==> config.mk <==
export PLATFORM = sky130hd
export DESIGN_NAME = partition_table_probe_flat
export DESIGN_NICKNAME = d
export VERILOG_FILES = /design/src/rtl/ptp_pkg.sv /design/src/rtl/ptp_ifs.sv /design/src/rtl/partition_table_probe.sv /design/src/rtl/ptp_entry_check.sv /design/src/flat_wrapper.sv
export SDC_FILE = /design/constraint.sdc
export NUM_CORES = 1
export LEC_CHECK = 0
export ABC_AREA = 1
export BUFFER_PORTS_ARGS = -buffer_cell sky130_fd_sc_hd__buf_2
export CAP_MARGIN = 20
export CORE_MARGIN = 2
export CORE_UTILIZATION = 25
export DETAILED_ROUTE_END_ITERATION = 10
export GPL_ROUTABILITY_DRIVEN = 0
export SLEW_MARGIN = 0
export SYNTH_ARGS = -nofsm -noshare
export SYNTH_HDL_FRONTEND = slang
export SYNTH_SLANG_ARGS = --single-unit
==> constraint.sdc <==
create_clock -name clk -period 1.7 [get_ports clk]
set_input_delay 0.255 -clock clk [delete_from_list [all_inputs] [get_ports clk]]
set_output_delay 0.255 -clock clk [all_outputs]
set_load 0.1 [all_outputs]
==> src/rtl/ptp_pkg.sv <==
// Shared types and constants of the partition table probe.
package ptp_pkg;

  localparam int SECTOR_BYTES_DEF = 512;
  localparam int MAGIC_OFFSET_DEF = 510;
  localparam int ENTRY_COUNT_DEF  = 16;
  localparam int ENTRY_BYTES_DEF  = 32;

  localparam int BYTE_W       = 8;
  localparam int VERDICT_W    = 3;
  localparam int CFG_IDX_W    = 2;
  localparam int CFG_DATA_W   = 48;
  localparam int SECT_SIZE_W  = 16;
  localparam int MEDIA_SIZE_W = 48;
  localparam int MAGIC_W      = 16;

  localparam logic [SECT_SIZE_W-1:0]  SECTOR_SIZE_RST = 16'd512;
  localparam logic [MEDIA_SIZE_W-1:0] MEDIA_SIZE_RST  = 48'd8192;
  localparam logic [MAGIC_W-1:0]      MAGIC_VALUE_RST = 16'hAA55;
  localparam logic [MEDIA_SIZE_W-1:0] MIN_MEDIA       = 48'd8192;

  // Byte offsets within one table entry
  localparam int OFF_TYPE0     = 0;
  localparam int OFF_TYPE1     = 1;
  localparam int OFF_START_SEC = 8;
  localparam int OFF_START_HD  = 9;
  localparam int OFF_START_CYL = 10;
  localparam int OFF_START_CYH = 11;
  localparam int OFF_END_SEC   = 12;
  localparam int OFF_END_HD    = 13;
  localparam int OFF_END_CYL   = 14;
  localparam int OFF_END_CYH   = 15;

  typedef enum logic [CFG_IDX_W-1:0] {
    REG_SECTOR_SIZE = 2'd0,
    REG_MEDIA_SIZE  = 2'd1,
    REG_MAGIC_VALUE = 2'd2
  } cfg_reg_t;

  typedef enum logic [VERDICT_W-1:0] {
    VERDICT_NO_TABLE   = 3'd0,
    VERDICT_EMPTY      = 3'd1,
    VERDICT_VALID      = 3'd2,
    VERDICT_TOO_SMALL  = 3'd3,
    VERDICT_BAD_SECTOR = 3'd4
  } verdict_t;

  // Control passed to the entry checker with each accepted word
  typedef struct packed {
    logic tbl_byte;   // word belongs to the second sector
    logic frame_end;  // last word of the frame
  } ptp_step_t;

endpackage

==> src/rtl/ptp_ifs.sv <==
// Handshake channel interfaces of the partition table probe.
interface ptp_byte_if
  import ptp_pkg::*;
();
  logic              valid;
  logic              ready;
  logic [BYTE_W-1:0] data_byte;

  modport source (output valid, output data_byte, input ready);
  modport sink   (input valid, input data_byte, output ready);
endinterface

interface ptp_verdict_if
  import ptp_pkg::*;
();
  logic                 valid;
  logic                 ready;
  logic [VERDICT_W-1:0] verdict;

  modport source (output valid, output verdict, input ready);
  modport sink   (input valid, input verdict, output ready);
endinterface

interface ptp_cfg_if
  import ptp_pkg::*;
();
  logic                  valid;
  logic                  ready;
  logic [CFG_IDX_W-1:0]  index;
  logic [CFG_DATA_W-1:0] data;

  modport source (output valid, output index, output data, input ready);
  modport sink   (input valid, input index, input data, output ready);
endinterface

==> src/rtl/partition_table_probe.sv <==
// Top level of the partition table probe: byte stream in, one verdict per frame out.
// The probe takes the first two sectors of a disk as a stream of bytes, one byte per
// cycle while not stalled, and gives one verdict word after the last byte of each
// frame of 2*SECTOR_BYTES bytes; other bytes give no result. The state is updated
// as each byte is accepted and the verdict lands in an output register, so
// in_byte.ready stays high unless a verdict sits unread in that register.
// Configuration is sampled at the last byte of a frame; writes are taken at any
// time (cfg_wr.ready is always high) and an index past the register list is
// ignored. Verdicts: 0 no valid table, 1 empty table, 2 valid table, 3 medium or
// sector size too small, 4 sector size unsupported (too large).
module partition_table_probe
  import ptp_pkg::*;
#(
  parameter int SECTOR_BYTES = SECTOR_BYTES_DEF,
  parameter int MAGIC_OFFSET = MAGIC_OFFSET_DEF,
  parameter int ENTRY_COUNT  = ENTRY_COUNT_DEF,
  parameter int ENTRY_BYTES  = ENTRY_BYTES_DEF
) (
  input  logic          clk,
  input  logic          rst_n,
  ptp_byte_if.sink      in_byte,
  ptp_verdict_if.source out_verdict,
  ptp_cfg_if.sink       cfg_wr
);

  localparam int POS_W = $clog2(2 * SECTOR_BYTES);

  logic [SECT_SIZE_W-1:0]  sector_size_r;
  logic [MEDIA_SIZE_W-1:0] media_size_r;
  logic [MAGIC_W-1:0]      magic_value_r;

  logic [POS_W-1:0]  pos_r, pos_nxt;
  logic [BYTE_W-1:0] magic_lo_r, magic_lo_nxt;
  logic              magic_ok_r, magic_ok_nxt;
  logic              any_nz_r, any_nz_nxt;
  logic              out_valid_r, out_valid_nxt;
  verdict_t          verdict_r, verdict_nxt;

  logic              in_fire;
  logic              last;
  logic              tbl;
  logic              entry_failed;
  ptp_step_t         step;

  assign in_byte.ready       = !out_valid_r || out_verdict.ready;
  assign in_fire             = in_byte.valid && in_byte.ready;
  assign last                = (pos_r == POS_W'(2 * SECTOR_BYTES - 1));
  assign tbl                 = (pos_r >= POS_W'(SECTOR_BYTES));
  assign step.tbl_byte       = tbl;
  assign step.frame_end      = last;
  assign out_verdict.valid   = out_valid_r;
  assign out_verdict.verdict = verdict_r;
  assign cfg_wr.ready        = 1'b1;

  ptp_entry_check #(
    .ENTRY_COUNT(ENTRY_COUNT),
    .ENTRY_BYTES(ENTRY_BYTES)
  ) u_entry (
    .clk       (clk),
    .rst_n     (rst_n),
    .step      (step),
    .step_valid(in_fire),
    .data_byte (in_byte.data_byte),
    .failed    (entry_failed)
  );

  always_ff @(posedge clk) begin
    if (!rst_n) begin
      sector_size_r <= SECTOR_SIZE_RST;
      media_size_r  <= MEDIA_SIZE_RST;
      magic_value_r <= MAGIC_VALUE_RST;
    end else if (cfg_wr.valid) begin
      unique case (cfg_wr.index)
        REG_SECTOR_SIZE: sector_size_r <= cfg_wr.data[SECT_SIZE_W-1:0];
        REG_MEDIA_SIZE:  media_size_r  <= cfg_wr.data[MEDIA_SIZE_W-1:0];
        REG_MAGIC_VALUE: magic_value_r <= cfg_wr.data[MAGIC_W-1:0];
        default: ;
      endcase
    end
  end

  always_comb begin
    magic_lo_nxt = magic_lo_r;
    magic_ok_nxt = magic_ok_r;
    any_nz_nxt   = any_nz_r;
    if (in_fire && !tbl) begin
      if (pos_r == POS_W'(MAGIC_OFFSET)) magic_lo_nxt = in_byte.data_byte;
      else if (pos_r == POS_W'(MAGIC_OFFSET + 1))
        magic_ok_nxt = ({in_byte.data_byte, magic_lo_r} == magic_value_r);
    end
    if (in_fire && tbl && (in_byte.data_byte != '0)) any_nz_nxt = 1'b1;

    priority if ((sector_size_r < SECT_SIZE_W'(SECTOR_BYTES)) ||
                 (media_size_r < MIN_MEDIA))
      verdict_nxt = VERDICT_TOO_SMALL;
    else if (sector_size_r > SECT_SIZE_W'(SECTOR_BYTES))
      verdict_nxt = VERDICT_BAD_SECTOR;
    else if (!magic_ok_nxt)
      verdict_nxt = VERDICT_NO_TABLE;
    else if (!any_nz_nxt)
      verdict_nxt = VERDICT_EMPTY;
    else if (entry_failed)
      verdict_nxt = VERDICT_NO_TABLE;
    else
      verdict_nxt = VERDICT_VALID;

    pos_nxt = pos_r;
    if (in_fire) pos_nxt = last ? '0 : pos_r + 1'b1;

    // hold the verdict until taken
    out_valid_nxt = out_valid_r && !out_verdict.ready;
    if (in_fire && last) begin
      out_valid_nxt = 1'b1;
      magic_lo_nxt  = '0;
      magic_ok_nxt  = 1'b0;
      any_nz_nxt    = 1'b0;
    end
  end

  always_ff @(posedge clk) begin
    if (!rst_n) begin
      pos_r       <= '0;
      magic_lo_r  <= '0;
      magic_ok_r  <= 1'b0;
      any_nz_r    <= 1'b0;
      out_valid_r <= 1'b0;
    end else begin
      pos_r       <= pos_nxt;
      magic_lo_r  <= magic_lo_nxt;
      magic_ok_r  <= magic_ok_nxt;
      any_nz_r    <= any_nz_nxt;
      out_valid_r <= out_valid_nxt;
    end
  end

  always_ff @(posedge clk) begin
    if (in_fire && last) verdict_r <= verdict_nxt;
  end

`ifndef NO_ASSERTIONS
  a_frame_restart: assert property (@(posedge clk) disable iff (!rst_n)
    (in_fire && last) |=> (pos_r == '0) && out_valid_r && !magic_ok_r && !any_nz_r)
    else $error("frame end did not restart the frame");

  a_verdict_source: assert property (@(posedge clk) disable iff (!rst_n)
    $rose(out_valid_r) |-> $past(in_fire && last))
    else $error("verdict raised without a frame end");

  a_stall_cause: assert property (@(posedge clk) disable iff (!rst_n)
    !in_byte.ready |-> (out_valid_r && !out_verdict.ready))
    else $error("input stalled without a pending verdict");
`endif

endmodule

==> src/rtl/ptp_entry_check.sv <==
// Tracks table entries of the second sector and flags any malformed used entry.
module ptp_entry_check
  import ptp_pkg::*;
#(
  parameter int ENTRY_COUNT = ENTRY_COUNT_DEF,
  parameter int ENTRY_BYTES = ENTRY_BYTES_DEF
) (
  input  logic              clk,
  input  logic              rst_n,
  input  ptp_step_t         step,
  input  logic              step_valid,
  input  logic [BYTE_W-1:0] data_byte,
  output logic              failed
);

  localparam int OFF_W = $clog2(ENTRY_BYTES);
  localparam int IDX_W = $clog2(ENTRY_COUNT + 1);

  logic [OFF_W-1:0]  off_r, off_nxt;
  logic [IDX_W-1:0]  idx_r, idx_nxt;
  logic              used_r, used_nxt;
  logic              failed_r, failed_nxt;
  logic [BYTE_W-1:0] start_sec_r, start_sec_nxt;
  logic [BYTE_W-1:0] start_hd_r, start_hd_nxt;
  logic [15:0]       start_cyl_r, start_cyl_nxt;
  logic [BYTE_W-1:0] end_sec_r, end_sec_nxt;
  logic [BYTE_W-1:0] end_hd_r, end_hd_nxt;
  logic [BYTE_W-1:0] end_cyl_lo_r, end_cyl_lo_nxt;

  logic              active;
  logic              upd;
  logic [15:0]       end_cyl;
  logic              bad_entry;

  assign active  = (idx_r < IDX_W'(ENTRY_COUNT));
  assign upd     = step_valid && step.tbl_byte && active;
  assign end_cyl = {data_byte, end_cyl_lo_r};

  always_comb begin
    bad_entry = (start_cyl_r == '0) || (end_cyl == '0) ||
                ((start_sec_r == end_sec_r) && (start_hd_r == end_hd_r) &&
                 (start_cyl_r == end_cyl));
  end

  // Includes the check of the current word so a frame end sees it
  assign failed = failed_r ||
                  (upd && (off_r == OFF_W'(OFF_END_CYH)) && used_r && bad_entry);

  always_comb begin
    off_nxt        = off_r;
    idx_nxt        = idx_r;
    used_nxt       = used_r;
    failed_nxt     = failed;
    start_sec_nxt  = start_sec_r;
    start_hd_nxt   = start_hd_r;
    start_cyl_nxt  = start_cyl_r;
    end_sec_nxt    = end_sec_r;
    end_hd_nxt     = end_hd_r;
    end_cyl_lo_nxt = end_cyl_lo_r;
    if (upd) begin
      if (off_r == OFF_W'(OFF_TYPE0)) used_nxt = (data_byte != '0);
      if (off_r == OFF_W'(OFF_TYPE1)) used_nxt = used_r && (data_byte != '0);
      if (off_r == OFF_W'(OFF_START_SEC)) start_sec_nxt = data_byte;
      if (off_r == OFF_W'(OFF_START_HD)) start_hd_nxt = data_byte;
      if (off_r == OFF_W'(OFF_START_CYL)) start_cyl_nxt = {8'd0, data_byte};
      if (off_r == OFF_W'(OFF_START_CYH)) start_cyl_nxt = {data_byte, start_cyl_r[7:0]};
      if (off_r == OFF_W'(OFF_END_SEC)) end_sec_nxt = data_byte;
      if (off_r == OFF_W'(OFF_END_HD)) end_hd_nxt = data_byte;
      if (off_r == OFF_W'(OFF_END_CYL)) end_cyl_lo_nxt = data_byte;
    end
    // advance through entries; the index stops once past the last entry
    if (step_valid && step.tbl_byte) begin
      if (off_r == OFF_W'(ENTRY_BYTES - 1)) begin
        off_nxt = '0;
        if (active) idx_nxt = idx_r + 1'b1;
      end else begin
        off_nxt = off_r + 1'b1;
      end
    end
    if (step_valid && step.frame_end) begin
      off_nxt        = '0;
      idx_nxt        = '0;
      used_nxt       = 1'b0;
      failed_nxt     = 1'b0;
      start_sec_nxt  = '0;
      start_hd_nxt   = '0;
      start_cyl_nxt  = '0;
      end_sec_nxt    = '0;
      end_hd_nxt     = '0;
      end_cyl_lo_nxt = '0;
    end
  end

  always_ff @(posedge clk) begin
    if (!rst_n) begin
      off_r        <= '0;
      idx_r        <= '0;
      used_r       <= 1'b0;
      failed_r     <= 1'b0;
      start_sec_r  <= '0;
      start_hd_r   <= '0;
      start_cyl_r  <= '0;
      end_sec_r    <= '0;
      end_hd_r     <= '0;
      end_cyl_lo_r <= '0;
    end else begin
      off_r        <= off_nxt;
      idx_r        <= idx_nxt;
      used_r       <= used_nxt;
      failed_r     <= failed_nxt;
      start_sec_r  <= start_sec_nxt;
      start_hd_r   <= start_hd_nxt;
      start_cyl_r  <= start_cyl_nxt;
      end_sec_r    <= end_sec_nxt;
      end_hd_r     <= end_hd_nxt;
      end_cyl_lo_r <= end_cyl_lo_nxt;
    end
  end

endmodule

==> src/flat_wrapper.sv <==
// flat-port wrapper written by rule: the top's interface ports become plain ports
module partition_table_probe_flat import ptp_pkg::*;
#(
  parameter int SECTOR_BYTES = SECTOR_BYTES_DEF,
  parameter int MAGIC_OFFSET = MAGIC_OFFSET_DEF,
  parameter int ENTRY_COUNT  = ENTRY_COUNT_DEF,
  parameter int ENTRY_BYTES  = ENTRY_BYTES_DEF
)
  (clk, rst_n, in_byte_valid, in_byte_data_byte, in_byte_ready, out_verdict_valid, out_verdict_verdict, out_verdict_ready, cfg_wr_valid, cfg_wr_index, cfg_wr_data, cfg_wr_ready);
  ptp_byte_if in_byte_i ();
  ptp_verdict_if out_verdict_i ();
  ptp_cfg_if cfg_wr_i ();
  input  logic clk;
  input  logic rst_n;
  input wire logic [$bits(in_byte_i.valid)-1:0] in_byte_valid;
  input wire logic [$bits(in_byte_i.data_byte)-1:0] in_byte_data_byte;
  output wire logic [$bits(in_byte_i.ready)-1:0] in_byte_ready;
  output wire logic [$bits(out_verdict_i.valid)-1:0] out_verdict_valid;
  output wire logic [$bits(out_verdict_i.verdict)-1:0] out_verdict_verdict;
  input wire logic [$bits(out_verdict_i.ready)-1:0] out_verdict_ready;
  input wire logic [$bits(cfg_wr_i.valid)-1:0] cfg_wr_valid;
  input wire logic [$bits(cfg_wr_i.index)-1:0] cfg_wr_index;
  input wire logic [$bits(cfg_wr_i.data)-1:0] cfg_wr_data;
  output wire logic [$bits(cfg_wr_i.ready)-1:0] cfg_wr_ready;
  assign in_byte_i.valid = in_byte_valid;
  assign in_byte_i.data_byte = in_byte_data_byte;
  assign in_byte_ready = in_byte_i.ready;
  assign out_verdict_valid = out_verdict_i.valid;
  assign out_verdict_verdict = out_verdict_i.verdict;
  assign out_verdict_i.ready = out_verdict_ready;
  assign cfg_wr_i.valid = cfg_wr_valid;
  assign cfg_wr_i.index = cfg_wr_index;
  assign cfg_wr_i.data = cfg_wr_data;
  assign cfg_wr_ready = cfg_wr_i.ready;
  partition_table_probe #(.SECTOR_BYTES(SECTOR_BYTES), .MAGIC_OFFSET(MAGIC_OFFSET), .ENTRY_COUNT(ENTRY_COUNT), .ENTRY_BYTES(ENTRY_BYTES)) u_core (.clk(clk), .rst_n(rst_n), .in_byte(in_byte_i), .out_verdict(out_verdict_i), .cfg_wr(cfg_wr_i));
endmodule
======== Word level (Yosys, flattened, before mapping) ========
Cells that the tools add are included.
word-level totals
  flip-flop bits (word level) ............. 172
  bits in latches ......................... 0
  bits in writable memories ............... 0
  memory bits (read-only) ................. 0
  input bits .............................. 63
  output and inout bits ................... 6
  logic and storage cells ................. 106
  memories ................................ 0
cells by class
  add/sub/neg operators ................... 3
  $mul .................................... 0
  div/mod/pow operators ................... 0
  $lt $le $gt $ge ......................... 5
  equality and inequality tests ........... 19
  shift-type cells ........................ 0
  multiplexer cells ....................... 15
  bitwise gates (word level) .............. 2
  reduce and logical (&&, ||, !) cells .... 42
operators with widths
  cell                     count
  $lt A48 B14 Y1 const B   1
  $eq A5 B4 Y1 const B     8
  $eq A16 B16 Y1           2
  $logic_not A16 Y1        2
  $mux W16                 2
  $reduce_and A2 Y1        11
  $eq A10 B9 Y1 const B    2
  $eq A8 B8 Y1             2
  $gt A16 B10 Y1 const B   1
  $lt A16 B10 Y1 const B   1
  $logic_and A1 B1 Y1      13
  $add A10 B1 Y10 const B  1
  $add A5 B1 Y5 const B    2
  $eq A10 B10 Y1 const B   1
  $ge A10 B10 Y1 const B   1
  $mux W10                 1
  $mux W3                  3
  $reduce_bool A8 Y1       1
  $mux W1                  7
  $reduce_and A3 Y1        2
  $eq A5 B1 Y1 const B     1
  $eq A5 B5 Y1 const B     1
  $logic_not A5 Y1         1
  $logic_or A1 B1 Y1       5
  other kinds (10)         14

======== Logic depth before layout (Yosys ltp) ========
Gate-level depths: netlist (run 1).
  word-level depth ........................ 13
  depth in mapped cells ................... 12
  mapped depth without buffers ............ 12

======== Hierarchy ========
Synthesis (run 1) repeated with hierarchy kept, for this count alone.
unflattened totals
  cell total of the unflattened synthesis .. 1009
  area, all modules ....................... 7240.7 um^2
modules (own cells, without submodules)
  module                 instances  cells an instance  area each (um^2)  seq. area each (um^2)
  partition_table_probe  1          572                4043.9            1851.8
  ptp_entry_check        1          437                3196.8            1361.3

======== Least setup slack after synthesis (run 1) ========
OpenSTA, ideal clock, no wires.
  path kind ............................... register to register
  start ................................... reg u_core.out_valid_r, in the netlist u_core.out_verdict.valid
  end ..................................... reg u_core.magic_lo_r[6]
  setup time .............................. 86 ps
  arrival ................................. 2754 ps
  data required time ...................... 1614 ps
  slack ................................... -1139 ps
  stages on the path, launching flop included .. 10
  path buffers ............................ 1
  clock period less this slack ............ 2839 ps
  cell sequence ........................... dfxtp_1 nand2_2 nand2_4 nor2_2 inv_2 nor3_2 nor2_2 inv_2 buf_2 a211oi_1
on the way
  cells in the longest elaborated chain, start to end .. 5
  elaborated cells on any way between the ends .. 7
  classes of those cells .................. 7 x reduce/logical
RTL lines
  what                                                                    RTL line                                                   text
  start: declaration                                                      partition_table_probe.sv:36                                logic out_valid_r, out_valid_nxt;
  start signal: assignment                                                partition_table_probe.sv:132                               out_valid_r <= out_valid_nxt;
  $logic_not A1 Y1 *                                                      partition_table_probe.sv:45                                assign in_byte.ready = !out_valid_r || out_verdict.ready;
  $logic_or A1 B1 Y1 *                                                    partition_table_probe.sv:45
  net in_byte_ready                                                       flat_wrapper.sv:17                                         output wire logic [$bits(in_byte_i.ready)-1:0] in_byte_ready;
  $logic_and A1 B1 Y1 *                                                   partition_table_probe.sv:46                                assign in_fire = in_byte.valid && in_byte.ready;
  $logic_and A1 B1 Y1, on equally long branches                           partition_table_probe.sv:86, partition_table_probe.sv:112
  $reduce_and A2 Y1 (no line) / $reduce_or A2 Y1 (equally long branches)  -
  end signal: assignment                                                  partition_table_probe.sv:129                               magic_lo_r <= magic_lo_nxt;
  end: declaration                                                        partition_table_probe.sv:33                                logic [BYTE_W-1:0] magic_lo_r, magic_lo_nxt;
Mark *: on every way through the listed nets, which the timed path passes. The rest lies on a longest branch.
A chain may end at the register's enable or synchronous reset.

======== Worst setup path after layout (run 1) ========
  start ................................... reg u_core.pos_r[6]
  end ..................................... reg u_core.u_entry.end_sec_r[0]
on the way
  cells in the longest elaborated chain, start to end .. 4
  elaborated cells on any way between the ends .. 7
  classes of those cells .................. 1 x order compare; 1 x eq/ne; 5 x reduce/logical
RTL lines
  what                              RTL line                      text
  start: declaration                partition_table_probe.sv:32   logic [POS_W-1:0] pos_r, pos_nxt;
  start signal: assignment          partition_table_probe.sv:128  pos_r <= pos_nxt;
  $ge A10 B10 Y1                    partition_table_probe.sv:48   assign tbl = (pos_r >= POS_W'(SECTOR_BYTES));
  $logic_and A1 B1 Y1 (2 in a row)  ptp_entry_check.sv:36         assign upd = step_valid && step.tbl_byte && active;
  $reduce_and A2 Y1 (no line)       -
  end signal: assignment            ptp_entry_check.sv:114        end_sec_r <= end_sec_nxt;
  end: declaration                  ptp_entry_check.sv:26         logic [BYTE_W-1:0] end_sec_r, end_sec_nxt;
Parallel ways exist; a longest one is shown, timed or not.

==> results of run 1 <==
## state kept, by name, indices dropped and copies added (netlist names), 3 cells and up
register	cells
u_core.media_size_r	35
u_core.magic_value_r	16
u_core.sector_size_r	16
u_core.u_entry.start_cyl_r	16
u_core.pos_r	10
u_core.magic_lo_r	8
u_core.u_entry.end_cyl_lo_r	8
u_core.u_entry.end_hd_r	8
u_core.u_entry.end_sec_r	8
u_core.u_entry.start_hd_r	8
u_core.u_entry.start_sec_r	8
u_core.u_entry.idx_r	5
u_core.u_entry.off_r	5
u_core.out_verdict.verdict	3
## per-layer routing
metal  GRT usage, %  vias to the layer above  share of wire [%]
met5              0                        -                  0
met4           3.34                        0               0.73
met3           2.47                        9                4.1
met2           18.8                      116                 45
met1           16.8                     2729                 50
li1               -                     3187                  -
## critical path: stages (launching register included)
cell and delay, ns:
dfxtp_1 0.36, nand2_2 0.10, nor3_4 0.19, nand2_2 0.12
nor3_4 0.18, nor2_4 0.07, buf_12 0.14, buf_12 0.15
o21ai_0 0.10, a21oi_1 0.07
## cell type report
| cell class | instances | area, um^2 | area share (%) |
|---|---|---|---|
| inverters | 81 | 315 | 3.63 |
| repair buffers | 112 | 786 | 9.05 |
| clock inverters | 8 | 129 | 1.48 |
| multi-input cells | 645 | 3320 | 38.3 |
| well taps | 341 | 427 | 4.91 |
| flip-flops and latches | 159 | 3230 | 37.2 |
| clock buffers | 23 | 479 | 5.52 |
## power groups by stage
stage | Combinational [mW] | Sequential, mW | Clock (mW)
6_report | 0.580 | 3.87 | 3.94
5_1_grt | 0.652 | 3.88 | 4.18
4_1_cts | 0.558 | 3.87 | 4.02
3_5_place_dp | 0.555 | 3.95 | 0
3_3_place_gp | 0.547 | 3.95 | 0
2_1_floorplan | 0.329 | 3.94 | 0
## kinds of logic (layout without fill, tap and decap cells)
family,count (synthesis),after routing,synth area share [%]
AND/OR/NAND/NOR,393,393,24.5
other,1,1,0.0543
buffers and inverters,113,224,6.80
AO/OA/AOI/OAI,206,206,15.8
adder cells (fa/ha/maj),10,10,1.81
XOR/XNOR,35,35,4.44
flip-flops,159,159,46.6
## metrics by stage
step | hold WS (ns) | TNS, ns | util [%] | cells | instance area, um^2
after floorplan | 0.368 | -3.02 | - | 917 | 6980
after global placement | 0.450 | -0.100 | 29.3 | 1331 | 7920
after detailed placement | 0.461 | -0.0358 | 29.3 | 1331 | 7920
after CTS | 0.0693 | 0 | 31.6 | 1362 | 8530
after global routing | 0.0771 | -0.0220 | 32.1 | 1369 | 8690
final | 0.0816 | 0 | 32.1 | 1369 | 8690
## repair_timing
action	CTS	global route
hold buffers	0	0
resized for setup	0	25
buffers inserted	0	5
endpoints found under the setup margin	0	83
## layout by cell type, fill, tap and decap left out, types with 3 or more instances in the layout
master     instances
inv_2              5
dfxtp_2            3
buf_4             35
nand4_1           13
xor2_1             3
dfxtp_1          150
o21ai_0          103
o21ai_1            6
a211oi_1           7
clkbuf_1           4
buf_12             7
bufinv_16          3
clkinv_1           9
nor2_2             6
nand2_1          139
inv_1             64
nor4_1             7
clkbuf_16         19
nor3_2             4
nor2_1           183
ha_1               9
o211ai_1           7
a21oi_1           75
edfxtp_1           3
nor3_1             6
clkinv_4           3
nor2_4             4
or2_2              3
dfxtp_4            3
buf_2             67
nor3_4             3
xnor2_1           32
nand3_1           14
## worst max path at each step
stage	start	endpoint	slack, ns	depth (start not counted)
2_1_floorplan	u_core.out_verdict.valid$_SDFF_PN0_	u_core.u_entry.end_cyl_lo_r[6]$_SDFFE_PP0P_	-0.07	10
3_3_place_gp	in_byte_data_byte[3]	u_core.out_verdict.verdict[1]$_SDFFCE_PP1P_	-0.10	11
3_5_place_dp	in_byte_data_byte[3]	u_core.out_verdict.verdict[1]$_SDFFCE_PP1P_	-0.04	11
4_1_cts	u_core.pos_r[3]$_SDFFE_PN0P_	u_core.magic_lo_r[3]$_SDFFE_PP0P_	0.02	7
5_1_grt	u_core.pos_r[7]$_SDFFE_PN0P_	u_core.u_entry.start_sec_r[3]$_SDFFE_PP0P_	-0.007	9
6_report	u_core.pos_r[6]$_SDFFE_PN0P_	u_core.u_entry.end_sec_r[0]$_SDFFE_PP0P_	0.08	9
==> impl_metrics.toml, run 1 <==
[synthesis]
synth_common_cells = "189 x nor2_1, 156 x dfxtp_1, 140 x nand2_1"
synth_fp_nets = 990
yosysUniqueCellTypes = 41
synth.top_cell.area_share_pct = 45.3
syn_inst = 917
synth_most_common_cell = "nor2_1"
synth.avg_cell_area_um2 = 7.52
synth-main-ff-cell = "dfxtp_1"
yosysTopAreaCell = "dfxtp_1"
synthesis.area_mm2 = 0.00690
synth_edf_count = 3
yosysWarnings = 0
yosysSeqAreaShare_pct = 46.6
yosys-top-cells-area = "dfxtp_1 45%, nor2_1 10%, o21ai_0 7.8%"
synthArstFlopShare_pct = 0
synth_seq_cells = 159

[critical_path]
r2r_end = "u_core.u_entry.end_sec_r[0]$_SDFFE_PP0P_"
startpoint_type = "flop"
worst-path-max-fanout = 24
required_ns = 1.99
critical_path_class = "flop to flop"
r2r_setup_slack_ns = 0.08
r2r_start = "u_core.pos_r[6]$_SDFFE_PN0P_"
r2r_cells = 9
worstPathArrival_ns = 1.91
critPathCaptureType = "flop"

[floorplanning]
die-area_mm2 = 0.0289
dieWidth_um = 170
placementRows = 60
initial_utilization_pct = 25.5
core_area_mm2 = 0.0270
io_pins = 69
die_height_um = 170

[min_path]
hold_class = "input port to flop"
min_delay_path_depth = 3
whs_endpoint = "u_core.media_size_r[47]$_SDFFE_PN0P_"
min-delay-start = "cfg_wr_data[47]"

[cells_and_area]
diodes = 0
final_nets = 1089
areaGrowthSynthToFinish_pct = 25.9
fillCellCount = 2891
drive_above_1_share_pct = 18.5

[grt]
overflow = 0
grt_pass1_wl_mm = 27.8
grt_max_degree = 63
grt_pass1_vias = 5540
antenna_found_initial = 0
grt_usage_pct = 12.0

[detailed_routing]
finalWirelength_mm = 17.5
wl_per_cell_um = 12.8
vias = 6041
ant_nets = 0
vias_per_cell = 4.41
drc_errors = 0
drt_iter0_markers = 345
dr.pass1.iters = 6

[timing]
fmax_mhz = 617
slew_violations = 0
fin_crit_sh_pct = 95.4
fin_skew_ns = 0.00737
hold_violations = 0
setup_viol = 0
finalCriticalPeriod_ns = 1.62
worst_slack_ns = 0.0790

[power_and_ir_drop]
peakVddDrop_v = 0.000724
pwr-share-clk_pct = 46.9
power_switching_mw = 1.90
powerDensity_mw_per_mm2 = 965
pwr-share-seq_pct = 46.1
leakage_nw = 3.60
swShare_pct = 22.6
internal_power_mw = 6.49
comb_power_share_pct = 6.9
finalPower_mw = 8.38

[run_status]
status = "completed"

[clock_network]
clk_pin_slew_ns = 0.06
clock_latency_ns = 0.42
cts_buffers = 17
cts_tree = "done"
htree_levels = 4
cts.sinks = 159
clock_path_buffers = 2
root_buffer = "clkbuf_16"

[placement]
dpl.hpwl_mm = 12.2
dp_worst_setup_slack_ns = -0.0358
port_buffers = 67

[run]
max_cap_viol_count = 0
(Power assumes the default switching activity.)
==> run 2, diff against run 1 <==
- SETUP_SLACK_MARGIN: not set -> 0.4
==> run 2 against run 1 <==
Against the previous run:
- critical path type unchanged
- sequential power about the same
- count of clock-buffer cells in the layout is 2 lower
- via count up 2.4%
- non-clock buffer count rose by 16
- largest cell class unchanged
- clock skew rose by 0.00077 ns
- register-to-register slack lost 0.03 ns
- flip-flop and latch count did not move
- critical endpoint is now u_core.magic_lo_r[0]$_SDFFE_PP0P_
- final cell count is 1.5% higher
- die area is the same
- combinational power increased by 11%
- total power up 0.30%
- critical path depth unchanged
==> impl_metrics.toml, run 2 (same netlist as run 1, synthesis figures left out) <==
[clock_network]
clock_path_buffers = 2
clk_pin_slew_ns = 0.06
cts.sinks = 159
htree_levels = 4
cts_buffers = 17
root_buffer = "clkbuf_16"
holdBufCountCts = 0
cts_tree = "done"
clock_latency_ns = 0.42

[critical_path]
startpoint_type = "flop"
required_ns = 2.04
critical_path_class = "flop to flop"
worstPathArrival_ns = 1.99
r2r_setup_slack_ns = 0.05
critPathCaptureType = "flop"
worst-path-max-fanout = 7

[floorplanning]
initial_utilization_pct = 25.5
dieWidth_um = 170
die-area_mm2 = 0.0289
core_area_mm2 = 0.0270
placementRows = 60
die_height_um = 170
io_pins = 69

[detailed_routing]
vias_per_cell = 4.46
wl_per_cell_um = 13.0
dr.pass1.iters = 4
drt_iter0_markers = 268
drc_errors = 0
finalWirelength_mm = 18.1
ant_nets = 0
vias = 6189

[placement]
port_buffers = 67
dpl.hpwl_mm = 12.0
placedCellCount = 1333
dp_worst_setup_slack_ns = -0.153

[timing]
finalHoldWorstSlack_ns = 0.0745
fin_skew_ns = 0.00815
worst_slack_ns = 0.0527
tns_ns = 0
rsz0062_at_grt = "yes"
hold_violations = 0
slew_violations = 0
fin_crit_sh_pct = 96.9
finalCriticalPeriod_ns = 1.65
setup_viol = 0
fmax_mhz = 607

[cells_and_area]
drive_above_1_share_pct = 26.4
regMostFlops = "u_core.media_size_r"
layout_common_cells = "174 x nor2_1, 143 x dfxtp_1, 130 x nand2_1"
final_nets = 1108
final_util_pct = 34.3
fillCellCount = 2793
regArea_mm2 = 0.00323
largest_register_ff_count = 35
diodes = 0
mostFrequentLayoutCell = "nor2_1"
stdcell_count = 1389
areaGrowthSynthToFinish_pct = 34.4
multi_input_area_mm2 = 0.00361

[grt]
antenna_found_initial = 0
grt_max_degree = 70
grt_pass1_vias = 5869
grt_usage_pct = 12.6
grt_pass1_wl_mm = 29.1
overflow = 0

[run]
max_cap_viol_count = 0

[run_status]
status = "completed"

[power_and_ir_drop]
peakVddDrop_v = 0.000801
leakage_nw = 3.83
powerDensity_mw_per_mm2 = 907

[min_path]
hold_class = "input port to flop"
==> run 2: metrics by stage <==
step	power (mW)	instance area, um^2
after floorplan	4.27	7000
after global placement	4.49	7940
after detailed placement	4.50	7940
after CTS	8.45	8940
after global routing	8.71	9280
final	8.41	9280
==> run 2: per-layer routing <==
| layer | vias up | global-route usage, % | share of wire, % |
|---|---|---|---|
| li1 | 3227 | - | - |
| met1 | 2841 | 16.9 | 49 |
| met2 | 108 | 20.5 | 46 |
| met3 | 13 | 2.16 | 3.3 |
| met4 | 0 | 3.86 | 1.2 |
| met5 | - | 0 | 0 |
==> run 2: area by class of cell <==
type	count	area share, %
Clock inverter	11	1.38
Clock buffer	21	5.18
Tap cell	341	4.60
Sequential cell	159	34.9
Multi-Input combinational cell	645	38.9
Timing Repair Buffer	128	11.0
Inverter	81	3.53
Timing Repair inverter	3	0.526
==> run 2: worst max-delay path, cell delays in order, from the launching register on <==
cell and delay [ns]:
dfxtp_4 0.36, ha_4 0.17, inv_2 0.06, nor2_4 0.04, inv_2 0.09, nor3_4 0.06, nor2_4 0.30, buf_12 0.24
inv_16 0.06, a211oi_2 0.19
==> run 2: final timing paths <==
check	cells past startpoint	from	end
setup / recovery	9	u_core.pos_r[0]$_SDFFE_PN0P_	u_core.magic_lo_r[0]$_SDFFE_PP0P_
hold / removal	3	cfg_wr_data[6]	u_core.magic_value_r[6]$_SDFFE_PN1P_
setup reg to reg	9	u_core.pos_r[0]$_SDFFE_PN0P_	u_core.magic_lo_r[0]$_SDFFE_PP0P_
hold reg to reg	2	u_core.u_entry.failed_r$_SDFF_PP0_	u_core.u_entry.failed_r$_SDFF_PP0_
==> run 2: repair_timing <==
item / in CTS / in global routing
setup buffers: 12 / 7
resized for setup: 74 / 78
setup endpoints to repair: 96 / 96
pin swaps: 15 / 18
cloned: 4 / 1
==> run 2: where the power goes <==
part | switching [mW] | internal, mW | total (mW)
Clock | 1.56 | 2.33 | 3.90
Sequential | 0.0456 | 3.82 | 3.87
Combinational | 0.386 | 0.255 | 0.641
